$ cat config.mk
export PLATFORM = sky130hd
export DESIGN_NAME = block_claim_bitmap
export DESIGN_NICKNAME = d
export VERILOG_FILES = /design/src/rtl/bcb_pkg.sv /design/src/rtl/bcb_ctrl.sv /design/src/rtl/bcb_datapath.sv /design/src/rtl/block_claim_bitmap.sv
export SDC_FILE = /design/constraint.sdc
export NUM_CORES = 1
export LEC_CHECK = 0
export BUFFER_PORTS_ARGS = -buffer_cell sky130_fd_sc_hd__clkbuf_2
export CELL_PAD_IN_SITES_DETAIL_PLACEMENT = 1
export CELL_PAD_IN_SITES_GLOBAL_PLACEMENT = 2
export CORE_MARGIN = 2
export CORE_UTILIZATION = 40
export DETAILED_ROUTE_END_ITERATION = 10
export PLACE_DENSITY_LB_ADDON = 0.1
export SKIP_CTS_REPAIR_TIMING = 1
export SLEW_MARGIN = 20
export SYNTH_ARGS = -nofsm -noshare
export SYNTH_HDL_FRONTEND = slang
export SYNTH_SLANG_ARGS = --single-unit
$ cat constraint.sdc
create_clock -name clock -period 6.8 [get_ports clock]
set_clock_uncertainty 0.05 [all_clocks]
set_input_delay 1.02 -clock clock [delete_from_list [all_inputs] [get_ports clock]]
set_output_delay 1.02 -clock clock [all_outputs]
set_load 0.03 [all_outputs]
$ cat src/rtl/bcb_pkg.sv
`timescale 1ns / 1ps
package bcb_pkg;

   localparam int MAX_BLOCKS = 1024;
   localparam int WORD_W     = 32;
   localparam int BIT_W      = 5;
   localparam int MAP_WORDS  = (MAX_BLOCKS + WORD_W - 1) / WORD_W;
   localparam int WADDR_W    = (MAP_WORDS > 1) ? $clog2(MAP_WORDS) : 1;
   localparam int IDX_W      = WADDR_W + BIT_W;

   localparam int COUNT_W = 11;
   localparam int FIRST_W = 16;
   localparam int LEN_W   = 11;
   localparam int SUM_W   = FIRST_W + 1;

   localparam logic [1:0] CMD_FIND  = 2'd0;
   localparam logic [1:0] CMD_CHECK = 2'd1;
   localparam logic [1:0] CMD_CLAIM = 2'd2;

   typedef struct packed {
      logic [1:0]         command;
      logic [FIRST_W-1:0] first_block;
      logic [LEN_W-1:0]   run_length;
   } req_type;

   typedef struct packed {
      logic               success;
      logic [COUNT_W-1:0] free_block;
   } rsp_type;

   // controller to datapath
   typedef struct packed {
      logic load;
      logic rd_en;
      logic eval;
      logic out_load;
   } ctl_cmd_type;

   // datapath to controller
   typedef struct packed {
      logic skip;
      logic scan_done;
      logic out_free;
   } ctl_sts_type;

   // position of the single set bit of a one-hot word
   function automatic logic [BIT_W-1:0] onehot_index(input logic [WORD_W-1:0] oh);
      logic [BIT_W-1:0] idx;
      idx = '0;
      for (int i = 0; i < WORD_W; i++) begin
         if (oh[i]) idx = idx | BIT_W'(i);
      end
      return idx;
   endfunction

endpackage

$ cat src/rtl/bcb_ctrl.sv
`timescale 1ns / 1ps
module bcb_ctrl (
   input  logic                 clock,
   input  logic                 reset,
   input  logic                 req_valid,
   output logic                 req_ready,
   input  bcb_pkg::ctl_sts_type sts,
   output bcb_pkg::ctl_cmd_type cmd
);
   import bcb_pkg::*;

   typedef enum logic [3:0] {
      ST_IDLE   = 4'b0001,
      ST_READ   = 4'b0010,
      ST_EVAL   = 4'b0100,
      ST_FINISH = 4'b1000
   } state_type;

   state_type state_ff, state_in;

   assign req_ready = (state_ff == ST_IDLE);

   always_comb begin
      state_in     = state_ff;
      cmd          = '0;
      case (state_ff)
         ST_IDLE: begin
            if (req_valid) begin
               cmd.load = 1'b1;
               state_in = sts.skip ? ST_FINISH : ST_READ;
            end
         end
         ST_READ: begin
            cmd.rd_en = 1'b1;
            state_in  = ST_EVAL;
         end
         ST_EVAL: begin
            cmd.eval = 1'b1;
            state_in = sts.scan_done ? ST_FINISH : ST_READ;
         end
         ST_FINISH: begin
            if (sts.out_free) begin
               cmd.out_load = 1'b1;
               state_in     = ST_IDLE;
            end
         end
         default: state_in = ST_IDLE;
      endcase
   end

   always_ff @(posedge clock) begin
      if (reset) begin
         state_ff <= ST_IDLE;
      end else begin
         state_ff <= state_in;
      end
   end

`ifndef SYNTH
   a_accept_leaves_idle: assert property (@(posedge clock) disable iff (reset)
      (req_valid && req_ready) |=> (state_ff != ST_IDLE))
      else $error("controller stayed idle after a transfer");
`endif

endmodule

$ cat src/rtl/bcb_datapath.sv
`timescale 1ns / 1ps
module bcb_datapath (
   input  logic                  clock,
   input  logic                  reset,
   input  bcb_pkg::req_type      req_data,
   input  logic                  csr_wr_en,
   input  logic [10:0]           csr_wr_data,
   output logic                  rsp_valid,
   input  logic                  rsp_ready,
   output bcb_pkg::rsp_type      rsp_data,
   input  bcb_pkg::ctl_cmd_type  cmd,
   output bcb_pkg::ctl_sts_type  sts
);
   import bcb_pkg::*;

   logic [WORD_W-1:0]  map_mem [MAP_WORDS];
   logic [MAP_WORDS-1:0] row_valid_ff;
   logic [WORD_W-1:0]  rd_data_ff;
   logic               rd_valid_ff;

   logic [COUNT_W-1:0] block_count_ff;
   logic [1:0]         cmd_ff;
   logic [IDX_W-1:0]   start_ff, end_ff;
   logic [WADDR_W-1:0] word_ff;
   logic               ok_ff;
   logic [COUNT_W-1:0] free_ff;
   logic               rsp_valid_ff;
   rsp_type            rsp_data_ff;

   // status toward the controller
   logic               skip_req;
   logic               scan_done;
   logic               out_free;

   // item decode
   logic [COUNT_W-1:0] n_used;
   logic [SUM_W-1:0]   run_last;
   logic               in_range;
   logic               run_cmd;

   always_comb begin
      n_used   = (SUM_W'(block_count_ff) > SUM_W'(MAX_BLOCKS)) ?
                 COUNT_W'(MAX_BLOCKS) : block_count_ff;
      run_last = SUM_W'(req_data.first_block) + SUM_W'(req_data.run_length) - SUM_W'(1);
      in_range = (req_data.first_block != '0) && (req_data.run_length != '0) &&
                 (run_last <= SUM_W'(n_used));
      run_cmd  = (req_data.command == CMD_CHECK) || (req_data.command == CMD_CLAIM);
      case (req_data.command)
         CMD_FIND:  skip_req = (n_used == '0);
         CMD_CHECK: skip_req = !in_range;
         CMD_CLAIM: skip_req = !in_range;
         default:   skip_req = 1'b1;
      endcase
   end

   // word evaluation
   logic [WORD_W-1:0] word_data, mask, used, free_bits, hit_used, hit_free, wr_data;
   logic [BIT_W-1:0]  lo_bit, hi_bit;
   logic              last_word;
   logic [IDX_W:0]    found_num;

   always_comb begin
      word_data = rd_valid_ff ? rd_data_ff : '0;
      lo_bit    = (word_ff == start_ff[IDX_W-1:BIT_W]) ? start_ff[BIT_W-1:0] : '0;
      hi_bit    = (word_ff == end_ff[IDX_W-1:BIT_W]) ? end_ff[BIT_W-1:0] : '1;
      last_word = (word_ff == end_ff[IDX_W-1:BIT_W]);
      mask      = ({WORD_W{1'b1}} << lo_bit) & ({WORD_W{1'b1}} >> (BIT_W'(WORD_W - 1) - hi_bit));
      used      = word_data & mask;
      free_bits = ~word_data & mask;
      // isolate the lowest set bit
      hit_used  = used & (~used + WORD_W'(1));
      hit_free  = free_bits & (~free_bits + WORD_W'(1));
      // a claim keeps only the bits below the first conflict
      wr_data   = word_data | ((used == '0) ? mask : (mask & (hit_used - WORD_W'(1))));
      found_num = {1'b0, word_ff, onehot_index(hit_free)} + (IDX_W + 1)'(1);
      case (cmd_ff)
         CMD_FIND:  scan_done = (free_bits != '0) || last_word;
         CMD_CHECK: scan_done = (used != '0) || last_word;
         CMD_CLAIM: scan_done = (used != '0) || last_word;
         default:   scan_done = 1'b1;
      endcase
   end

   assign out_free = !rsp_valid_ff || rsp_ready;

   assign sts = '{skip: skip_req, scan_done: scan_done, out_free: out_free};

   always_ff @(posedge clock) begin
      if (cmd.rd_en) begin
         rd_data_ff <= map_mem[word_ff];
      end
      if (cmd.eval && (cmd_ff == CMD_CLAIM)) begin
         map_mem[word_ff] <= wr_data;
      end
   end

   always_ff @(posedge clock) begin
      if (reset) begin
         row_valid_ff <= '0;
      end else if (cmd.eval && (cmd_ff == CMD_CLAIM)) begin
         row_valid_ff[word_ff] <= 1'b1;
      end
   end

   always_ff @(posedge clock) begin
      if (cmd.rd_en) begin
         rd_valid_ff <= row_valid_ff[word_ff];
      end
   end

   always_ff @(posedge clock) begin
      if (reset) begin
         block_count_ff <= '0;
      end else if (csr_wr_en) begin
         block_count_ff <= csr_wr_data;
      end
   end

   always_ff @(posedge clock) begin
      if (cmd.load) begin
         cmd_ff  <= req_data.command;
         ok_ff   <= run_cmd && in_range;
         free_ff <= '0;
         if (req_data.command == CMD_FIND) begin
            start_ff <= '0;
            end_ff   <= IDX_W'(n_used - COUNT_W'(1));
            word_ff  <= '0;
         end else begin
            start_ff <= IDX_W'(req_data.first_block - FIRST_W'(1));
            end_ff   <= IDX_W'(run_last - SUM_W'(1));
            word_ff  <= WADDR_W'((req_data.first_block - FIRST_W'(1)) >> BIT_W);
         end
      end else if (cmd.eval) begin
         word_ff <= word_ff + WADDR_W'(1);
         if ((cmd_ff == CMD_FIND) && (free_bits != '0)) begin
            ok_ff   <= 1'b1;
            free_ff <= COUNT_W'(found_num);
         end else if (((cmd_ff == CMD_CHECK) || (cmd_ff == CMD_CLAIM)) && (used != '0)) begin
            ok_ff <= 1'b0;
         end
      end
   end

   always_ff @(posedge clock) begin
      if (reset) begin
         rsp_valid_ff <= 1'b0;
      end else if (cmd.out_load) begin
         rsp_valid_ff <= 1'b1;
      end else if (rsp_ready) begin
         rsp_valid_ff <= 1'b0;
      end
   end

   always_ff @(posedge clock) begin
      if (cmd.out_load) begin
         rsp_data_ff.success    <= ok_ff;
         rsp_data_ff.free_block <= free_ff;
      end
   end

   assign rsp_valid = rsp_valid_ff;
   assign rsp_data  = rsp_data_ff;

`ifndef SYNTH
   a_no_overwrite: assert property (@(posedge clock) disable iff (reset)
      cmd.out_load |-> (!rsp_valid_ff || rsp_ready))
      else $error("result overwritten before transfer");
   a_eval_after_read: assert property (@(posedge clock) disable iff (reset)
      cmd.eval |-> $past(cmd.rd_en))
      else $error("word evaluated without a read");
   a_free_only_find: assert property (@(posedge clock) disable iff (reset)
      (rsp_valid_ff && (rsp_data_ff.free_block != '0)) |-> rsp_data_ff.success)
      else $error("free block reported without success");
`endif

endmodule

$ cat src/rtl/block_claim_bitmap.sv
`timescale 1ns / 1ps
// first-fit block allocator over a claimed-bit map of MAX_BLOCKS blocks
// request channel (req_valid/req_ready, req_data): command, first_block, run_length
//   find first free, check that a run is free, or claim a run
// response channel (rsp_valid/rsp_ready, rsp_data): success and free_block,
//   one response per request
// csr_wr_en/csr_wr_data set the number of blocks in use; write only while idle
// the map is held as 32-bit words in a memory; each word visited is read in
// ST_READ and then evaluated in ST_EVAL, and the response is loaded in ST_FINISH;
// out-of-range runs, unused commands and finds with no blocks in use skip the
// scan and go from ST_IDLE straight to ST_FINISH. one request is worked on at a time
// reset clears the map (per-word valid flags), the block count and the response
// a finished response sits in an output register; a new request is accepted while
// it waits, but the next one is not retired until the receiver takes the first
module block_claim_bitmap (
   input  logic             clock,
   input  logic             reset,
   input  logic             req_valid,
   output logic             req_ready,
   input  bcb_pkg::req_type req_data,
   output logic             rsp_valid,
   input  logic             rsp_ready,
   output bcb_pkg::rsp_type rsp_data,
   input  logic             csr_wr_en,
   input  logic [10:0]      csr_wr_data
);
   import bcb_pkg::*;

   ctl_cmd_type cmd;
   ctl_sts_type sts;

   bcb_ctrl u_ctrl (
      .clock     (clock),
      .reset     (reset),
      .req_valid (req_valid),
      .req_ready (req_ready),
      .sts       (sts),
      .cmd       (cmd)
   );

   bcb_datapath u_datapath (
      .clock       (clock),
      .reset       (reset),
      .req_data    (req_data),
      .csr_wr_en   (csr_wr_en),
      .csr_wr_data (csr_wr_data),
      .rsp_valid   (rsp_valid),
      .rsp_ready   (rsp_ready),
      .rsp_data    (rsp_data),
      .cmd         (cmd),
      .sts         (sts)
   );

endmodule

==> run_results.csv, run 1 <==
group,metric,value,unit
sta,timing.hold.ws,0.371,ns
global_routing,grt_max_degree,101,
clock_network,ctsHtreeMaxLevel,3,
sta,fin_setup_tns,0,ns
synthesis,syn_nets,2762,
worst_setup_path,critPathKind,"reg2reg",
detailed_routing,drc,0,
global_routing,antenna_found_initial,7,
pwr,finalPower,16400,µW
synthesis,synth_top_cell_area_share,69.5,%
min_path,min_path_type,"reg2reg",
clock_network,cts_tree,"yes",
layout,fin_area,0.0546,mm²
detailed_routing,finalWirelength,152000,µm
synthesis,synth_warnings,0,
sta,slew_headroom,18.3,%
detailed_routing,via_per_inst,6.06,
synthesis,yosys.area_share.simple,5.40,%
synthesis,syn-instance-count,2665,
worst_setup_path,cp-endpoint,"u_datapath.map_mem[14][31]$_DFFE_PP_",
placement,hpwlAfterDp,87700,µm
synthesis,async_flop_share,0,%
synthesis,post_synth_fa_ha_maj_area_fraction,1.39,%
synthesis,synth_ff_type,"edfxtp_1",
floorplan,fp-row-count,126,
sta,setup_viol,0,
synthesis,yosys.area.top_type,"edfxtp_1",
synthesis,synth.avg_cell_area,17.8,µm²
sta,layout_setup_ws,1.05,ns
pwr,ir_drop,231,µV
floorplan,core_region_area,0.118,mm²
sta,post-route-period-util,84.6,%
sta,fin_crit,5.75,ns
outcome,status,"finished, final reports clean",
global_routing,grt_pass1_vias,28200,
detailed_routing,drt_iter0_drc,2729,
worst_setup_path,end_kind,"flop",
floorplan,io_pins,59,
placement,gp_congestion,0.944,
placement,place_area,0.0504,mm²
clock_network,cts_buffers,119,
placement,port_buffers,58,
sta,rsz0062_at_grt,"false",
synthesis,ys_ff_latch,1156,
detailed_routing,drt_first_pass_iters,6,
synthesis,synth_area_leaders,"edfxtp_1 69%, mux4_2 13%, dfxtp_1 2.5%",
worst_setup_path,timing.rr.end,"u_datapath.map_mem[14][31]$_DFFE_PP_",
global_routing,gr-total-overflow,0,
clock_network,cts_max_path_buffers,3,
worst_setup_path,startpoint_type,"flop",
sta,clock.fmax,0.174,GHz
floorplan,die_y,348,µm
synthesis,synth_enable_flop_cells,1097,
clock_network,cts_root_buffer,"clkbuf_16",
sta,final_max_slew_viol_count,0,
layout,mostFrequentLayoutCells,"1097 x edfxtp_1, 264 x mux4_2, 140 x nor2_1",
floorplan,die_w,348,µm
synthesis,synthXorXnorAreaFrac,0.794,%
global_routing,grtUsageTotal,25.2,%
clock_network,path_clk_slew,0.06,ns
pwr,leakage,0.0176,µW
synthesis,muxShareOfSynthArea,12.8,%
synthesis,synth_top_family_by_area,"multiplexers",
detailed_routing,dr_total_vias,27000,
detailed_routing,wl_per_cell,34.2,µm
floorplan,start_util,40.3,%
pwr,power.density,301,mW/mm²
clock_network,insertion_delay,0.73,ns
layout,drive_above_1_share,23.7,%
worst_setup_path,r2r_start,"u_datapath.word_ff[2]$_DFFE_PP_",
synthesis,synth_cell_type_count,82,
sta,worstMarginPinSlew,1.22,ns
layout,nets,2902,
synthesis,synth-compound-area-share,5.93,%
layout,layout_commonest_cell,"edfxtp_1",
global_routing,grt_pass1_wl,215000,µm
worst_setup_path,worstPathRequired,7.28,ns
placement,place_ws,1.10,ns
flow_run,cap_violations,0,
synthesis,netlist_area,0.0474,mm²
layout,synthToLayoutAreaGrowth,15.1,%
worst_setup_path,path_max_fanout,32,
detailed_routing,ant_nets,0,
worst_setup_path,crit_start,"u_datapath.word_ff[2]$_DFFE_PP_",
clock_network,cts.sinks,1156,
worst_setup_path,r2r_slack,1.05,ns
floorplan,dieArea,0.121,mm²
sta,hold_viol_final,0,
worst_setup_path,cp.arrival,6.23,ns
worst_setup_path,rr_worst_depth,12,
synthesis,ys_seq_area_share,71.9,%
[cell usage after synthesis, types with 44 or more instances]
library cell	number
mux4_2	264
dfxtp_1	59
nand4_1	46
nand2_1	123
nor3_1	46
clkbuf_1	91
a22oi_1	138
ha_1	51
nor2_1	173
edfxtp_1	1097
inv_1	79
a21oi_1	44
o21ai_0	54
[flip-flops by register name, indices dropped and copies added, names as in the netlist, 2 cells and up]
register                   flops
u_datapath.map_mem          1024
u_datapath.rd_data_ff         32
u_datapath.row_valid_ff       32
u_datapath.rsp_data           12
u_datapath.block_count_ff     11
u_datapath.free_ff            11
u_datapath.end_ff             10
u_datapath.start_ff           10
u_datapath.word_ff             5
u_ctrl.state_ff                4
u_datapath.cmd_ff              2
[routing by layer]
| layer | routed length [µm] | vias up | track usage [%] |
|---|---|---|---|
| met5 | 0 | - | 0 |
| met4 | 3870 | 0 | 7.09 |
| met3 | 8730 | 222 | 3.95 |
| met2 | 71700 | 897 | 40.1 |
| met1 | 67700 | 14600 | 36.2 |
| li1 | - | 11200 | - |
[power breakdown]
part / total, µW / internal [µW] / switching, µW
combinational: 1740 / 661 / 1080
sequential: 7860 / 7800 / 58.9
clock: 6820 / 3940 / 2880
[kinds of logic (layout without fill, tap and decap cells)]
group | Yosys count | count (layout)
AO/OA/AOI/OAI | 392 | 392
other | 0 | 1
adder cells (fa/ha/maj) | 52 | 52
AND/OR/NAND/NOR | 530 | 530
buffers and inverters | 216 | 462
multiplexers | 276 | 276
XOR/XNOR | 43 | 43
flip-flops | 1156 | 1156
[worst max-delay path: stages, from the launching register on]
cell	delay, ns
edfxtp_1	0.56
xor2_1	0.28
or2_1	0.57
nor3_1	0.61
nor2_1	0.17
a32oi_1	0.36
and3b_1	0.36
nand3_1	0.38
or3b_2	0.69
a31oi_1	0.39
o211ai_1	0.50
o21ai_2	0.30
buf_4	0.32
[worst min path at each step]
stage	from	depth (start not counted)	to	slack, ns
3_3_place_gp	u_datapath.ok_ff$_DFFE_PP_	0	u_datapath.rsp_data[11]$_DFFE_PP_	0.37
5_1_grt	u_datapath.ok_ff$_DFFE_PP_	0	u_datapath.rsp_data[11]$_DFFE_PP_	0.39
3_5_place_dp	u_datapath.ok_ff$_DFFE_PP_	0	u_datapath.rsp_data[11]$_DFFE_PP_	0.36
4_1_cts	u_datapath.ok_ff$_DFFE_PP_	0	u_datapath.rsp_data[11]$_DFFE_PP_	0.37
6_report	u_datapath.ok_ff$_DFFE_PP_	0	u_datapath.rsp_data[11]$_DFFE_PP_	0.37
2_1_floorplan	u_datapath.ok_ff$_DFFE_PP_	0	u_datapath.rsp_data[11]$_DFFE_PP_	0.35
[per-stage QoR]
stage,instances,utilization (%)
after floorplan,2665,-
after global placement,4212,42.8
after detailed placement,4215,42.8
after CTS,4442,46.3
after global routing,4447,46.3
final,4448,46.3
[layout make-up]
class                      instances  area (µm²)
fill                           11000       63200
sequential                      1156       34100
multi-input combinational       1293       12900
clock buffer                     134        3080
tap                             1536        1920
timing repair buffer             155        1270
clock inverter                    93         996
inverter                          80         300
antenna                            1        2.50
Power figures use the tool's default switching activity.
==> run 2: changes to the inputs <==
clock period = 4.81 ns   (was 6.8 ns; I/O delays follow)
==> run_results.csv, run 2 (synthesis gave the netlist of run 1 again) <==
group,metric,value,unit
worst_setup_path,startpoint_type,"flop",
floorplan,core_region_area,0.118,mm²
layout,fin_area,0.0551,mm²
outcome,status,"finished, final reports clean",
min_path,min_path_type,"in2reg",
global_routing,grtUsageTotal,24.6,%
sta,slew_headroom,21.4,%
pwr,power.density,409,mW/mm²
clock_network,insertion_delay,0.73,ns
worst_setup_path,critPathKind,"reg2reg",
worst_setup_path,worstPathRequired,5.37,ns
sta,timing.hold.ws,0.183,ns
detailed_routing,dr_total_vias,27000,
detailed_routing,drt_first_pass_iters,7,
layout,top_register,"u_datapath.map_mem",
sta,setup_viol,0,
pwr,finalPower,22500,µW
global_routing,grt_pass1_wl,210000,µm
detailed_routing,met3_length,7820,µm
layout,layout_commonest_cell,"edfxtp_1",
layout,top_regs,"u_datapath.map_mem: 1024 flops, u_datapath.rd_data_ff: 32 flops, u_datapath.row_valid_ff: 32 flops",
global_routing,grt_max_degree,132,
floorplan,start_util,40.3,%
clock_network,cts.sinks,1156,
sta,fin_setup_tns,0,ns
floorplan,die_y,348,µm
worst_setup_path,path_max_fanout,13,
floorplan,fp-row-count,126,
clock_network,cts_tree,"yes",
layout,synthToLayoutAreaGrowth,16.3,%
worst_setup_path,cp.arrival,5.12,ns
clock_network,ctsHtreeMaxLevel,3,
sta,post-route-period-util,94.7,%
detailed_routing,top_layer_used,"met5",
detailed_routing,via_per_inst,5.93,
clock_network,cts_max_path_buffers,3,
clock_network,cts_buffers,121,
layout,fill_cells,11000,
placement,place_area,0.0514,mm²
detailed_routing,drt_iter0_drc,2518,
global_routing,grt_pass1_vias,28200,
worst_setup_path,end_kind,"flop",
layout,diodes,0,
sta,layout_setup_ws,0.254,ns
layout,drive_above_1_share,26.0,%
worst_setup_path,r2r_start,"u_datapath.word_ff[1]$_DFFE_PP_",
clock_network,path_clk_slew,0.06,ns
detailed_routing,finalWirelength,149000,µm
min_path,hp-start,"req_data[27]",
global_routing,gr-total-overflow,0,
sta,worstMarginPinSlew,1.18,ns
sta,clock.fmax,0.219,GHz
floorplan,dieArea,0.121,mm²
detailed_routing,wl_met2,72000,µm
layout,nets,3017,
placement,hpwlAfterDp,87100,µm
layout,largest_register_ffs,1024,
worst_setup_path,crit_start,"u_datapath.word_ff[1]$_DFFE_PP_",
placement,gp_congestion,0.946,
placement,port_buffers,58,
detailed_routing,drc,0,
pwr,leakage,0.0181,µW
sta,fin_crit,4.56,ns
layout,mostFrequentLayoutCells,"1097 x edfxtp_1, 264 x mux4_2, 185 x buf_4",
sta,rsz0062_at_grt,"false",
placement,place_ws,-0.440,ns
clock_network,cts_root_buffer,"clkbuf_16",
floorplan,io_pins,59,
sta,final_max_slew_viol_count,0,
detailed_routing,met1Wirelength,63700,µm
detailed_routing,ant_nets,0,
pwr,ir_drop,281,µV
global_routing,antenna_found_initial,5,
detailed_routing,wl_per_cell,32.7,µm
flow_run,cap_violations,0,
sta,hold_viol_final,0,
floorplan,die_w,348,µm
==> run 2: metal layers <==
metal	vias up	GRT usage (%)
li1	11400	-
met1	14600	33.9
met2	829	40.1
met3	227	3.46
met4	2	9.04
met5	-	0.0800
==> run 2: path summary, 6_finish.rpt <==
path / slack [ns] / depth (start not counted) / endpoint
max: 0.25 / 15 / u_ctrl.state_ff[3]$_SDFFE_PP0P_
min reg2reg: 0.38 / 0 / u_datapath.rsp_data[5]$_DFFE_PP_
min: 0.18 / 1 / u_datapath.cmd_ff[0]$_DFFE_PP_
max reg2reg: 0.25 / 15 / u_ctrl.state_ff[3]$_SDFFE_PP0P_
==> run 2: area by class of cell <==
type                            instances  area [µm²]  share of cell area (%)
Sequential cell                      1156       34100                    61.9
Multi-Input combinational cell       1293       12900                    23.4
Clock buffer                          159        3270                    5.93
Timing Repair Buffer                  268        2160                    3.92
Tap cell                             1536        1920                    3.48
Clock inverter                         61         450                   0.817
Inverter                               80         300                   0.545
==> run 2: through the flow <==
step | std cells | util (%)
2_1_floorplan | 2665 | -
3_3_place_gp | 4332 | 43.6
3_5_place_dp | 4332 | 43.6
4_1_cts | 4552 | 46.8
5_1_grt | 4553 | 46.8
6_report | 4553 | 46.8
==> run 2: worst max-delay path, stage by stage (launching register included) <==
cell,delay (ns)
edfxtp_1,0.51
xnor2_1,0.29
nand4_2,0.15
buf_4,0.23
nor4_2,0.31
buf_4,0.20
nor3_1,0.07
a2111oi_0,0.37
and3b_1,0.38
nand3_1,0.21
or3b_2,0.52
a31oi_1,0.20
o211ai_1,0.20
buf_4,0.23
o211ai_2,0.15
or3b_1,0.34
==> run 2: report_power, final <==
part	switching [µW]	total (µW)	internal, µW
clock network	3840	8850	5010
logic	1530	2560	1020
registers	88.7	11100	11000
==> run 3: changes to the inputs <==
GPL_TIMING_DRIVEN = 0   (was not set)
==> run_results.csv, run 3 (synthesis gave the netlist of run 1 again) <==
group,metric,value,unit
sta,slew_headroom,19.1,%
detailed_routing,dr_total_vias,28500,
min_path,hold-path-endpoint,"u_datapath.cmd_ff[1]$_DFFE_PP_",
floorplan,die_y,348,µm
worst_setup_path,timing.rr.end,"u_ctrl.state_ff[3]$_SDFFE_PP0P_",
global_routing,antenna_found_initial,7,
global_routing,grt_max_degree,33,
pwr,power.density,407,mW/mm²
layout,synthToLayoutAreaGrowth,19.9,%
floorplan,io_pins,59,
sta,setup_viol,0,
sta,clock.fmax,0.209,GHz
pwr,leakage,0.0186,µW
detailed_routing,ant_nets,0,
min_path,min_path_type,"in2reg",
detailed_routing,drt_iter0_drc,3317,
pwr,finalPower,23100,µW
pwr,ir_drop,301,µV
clock_network,path_clk_slew,0.06,ns
floorplan,core_region_area,0.118,mm²
worst_setup_path,cp.arrival,5.32,ns
worst_setup_path,r2r_start,"u_datapath.word_ff[1]$_DFFE_PP_",
global_routing,gr-total-overflow,0,
clock_network,cts_max_path_buffers,3,
clock_network,cts_buffers,121,
detailed_routing,via_per_inst,6.18,
floorplan,fp-row-count,126,
floorplan,start_util,40.3,%
detailed_routing,drt_first_pass_iters,5,
detailed_routing,wl_per_cell,36.4,µm
clock_network,cts_root_buffer,"clkbuf_16",
worst_setup_path,end_kind,"flop",
worst_setup_path,r2r_slack,0.03,ns
layout,top_register,"u_datapath.map_mem",
layout,nets,3067,
floorplan,dieArea,0.121,mm²
clock_network,insertion_delay,0.72,ns
min_path,hold_depth,1,
global_routing,grtUsageTotal,27.6,%
layout,drive_above_1_share,27.2,%
sta,fin_crit,4.78,ns
min_path,hp-start,"req_data[28]",
layout,mostFrequentLayoutCells,"1097 x edfxtp_1, 264 x mux4_2, 136 x nor2_1, 136 x a22oi_1, 124 x clkbuf_16",
sta,hold_viol_final,0,
sta,post-route-period-util,99.3,%
global_routing,grt_pass1_wl,232000,µm
detailed_routing,drc,0,
worst_setup_path,path_max_fanout,10,
outcome,status,"finished, final reports clean",
layout,layout_commonest_cell,"edfxtp_1",
sta,final_max_slew_viol_count,0,
layout,diodes,0,
placement,gp_congestion,0.918,
clock_network,cts_tree,"yes",
worst_setup_path,worstPathRequired,5.36,ns
sta,worstMarginPinSlew,1.21,ns
placement,port_buffers,58,
layout,largest_register_ffs,1024,
clock_network,cts.sinks,1156,
floorplan,die_w,348,µm
layout,final_util,48.3,%
placement,hpwlAfterDp,117000,µm
clock_network,ctsHtreeMaxLevel,3,
detailed_routing,finalWirelength,168000,µm
flow_run,cap_violations,0,
worst_setup_path,rr_worst_depth,14,
worst_setup_path,startpoint_type,"flop",
worst_setup_path,critPathKind,"reg2reg",
layout,top_regs,"u_datapath.map_mem: 1024 flops, u_datapath.rd_data_ff: 32 flops, u_datapath.row_valid_ff: 32 flops",
global_routing,grt_pass1_vias,29200,
## run 3: changes by cell type in the layout (fill, tap and decap cells not counted), moves of 14 or more
cell,before,now
buf_6,2,18
clkbuf_1,29,80
buf_2,0,25
buf_12,23,38
buf_4,185,30
buf_16,0,43
clkbuf_2,61,95
nor3_1,41,27
## run 3: how the worst max path moves through the flow
stage,start,endpoint,depth (start not counted)
after global routing,u_datapath.start_ff[2]$_SDFFCE_PP0P_,u_ctrl.state_ff[3]$_SDFFE_PP0P_,12
after CTS,u_datapath.word_ff[0]$_DFFE_PP_,u_datapath.map_mem[0][31]$_DFFE_PP_,15
after floorplan,u_datapath.word_ff[0]$_DFFE_PP_,u_datapath.map_mem[0][29]$_DFFE_PP_,14
after detailed placement,u_datapath.word_ff[0]$_DFFE_PP_,u_datapath.map_mem[2][31]$_DFFE_PP_,15
final,u_datapath.word_ff[1]$_DFFE_PP_,u_ctrl.state_ff[3]$_SDFFE_PP0P_,14
after global placement,u_datapath.word_ff[0]$_DFFE_PP_,u_datapath.map_mem[28][18]$_DFFE_PP_,7
## run 3: power by group
group          switching [µW]  total (µW)  leakage [µW]  internal (µW)
logic                    1950        2980       0.00622           1030
clock network            3940        9060       0.00185           5130
registers                59.5       11100        0.0105          11000
total                    5940       23100        0.0186          17200
## run 3: worst max-delay path: stages (launching register included)
cell and delay, ns:
edfxtp_1 0.43, buf_6 0.20, xor2_1 0.22, or2_1 0.24, buf_4 0.21, buf_6 0.18, a211oi_4 0.32, nor2_4 0.10
a221o_2 0.48, or4_1 0.52, buf_2 0.19, or4_4 0.60, or4_4 0.44, o211ai_2 0.08, or3b_1 0.35
## run 3: per-layer routing
layer / global-route usage, % / vias up / share of wire [%]
met5: 0 / - / 0.016
met4: 8.25 / 4 / 3.1
met3: 4.01 / 252 / 7.3
met2: 45.1 / 1278 / 48
met1: 38.6 / 15500 / 42
li1: - / 11500 / -
## run 3: layout make-up
type / instances / area [µm²]
Sequential cell: 1156 / 34100
Clock buffer: 154 / 3220
Fill cell: 10900 / 60900
Inverter: 80 / 300
Buffer: 134 / 633
Timing Repair Buffer: 183 / 2640
Multi-Input combinational cell: 1294 / 13500
Clock inverter: 71 / 576
Tap cell: 1536 / 1920
## run 3: metrics by stage
| step | instances | worst slack [ns] | setup TNS [ns] | hold WS [ns] | cell area, µm² |
|---|---|---|---|---|---|
| 5_1_grt | 4608 | -0.0210 | -0.0370 | 0.195 | 56900 |
| 3_5_place_dp | 4362 | -1.89 | -690.84 | 0.373 | 52300 |
| 3_3_place_gp | 4259 | -3.57 | -4330.84 | 0.364 | 49600 |
| 4_1_cts | 4587 | -1.96 | -718.75 | 0.162 | 56100 |
| 6_report | 4608 | 0.0329 | 0 | 0.202 | 56900 |
| 2_1_floorplan | 2665 | -0.319 | -20.43 | 0.350 | 47400 |
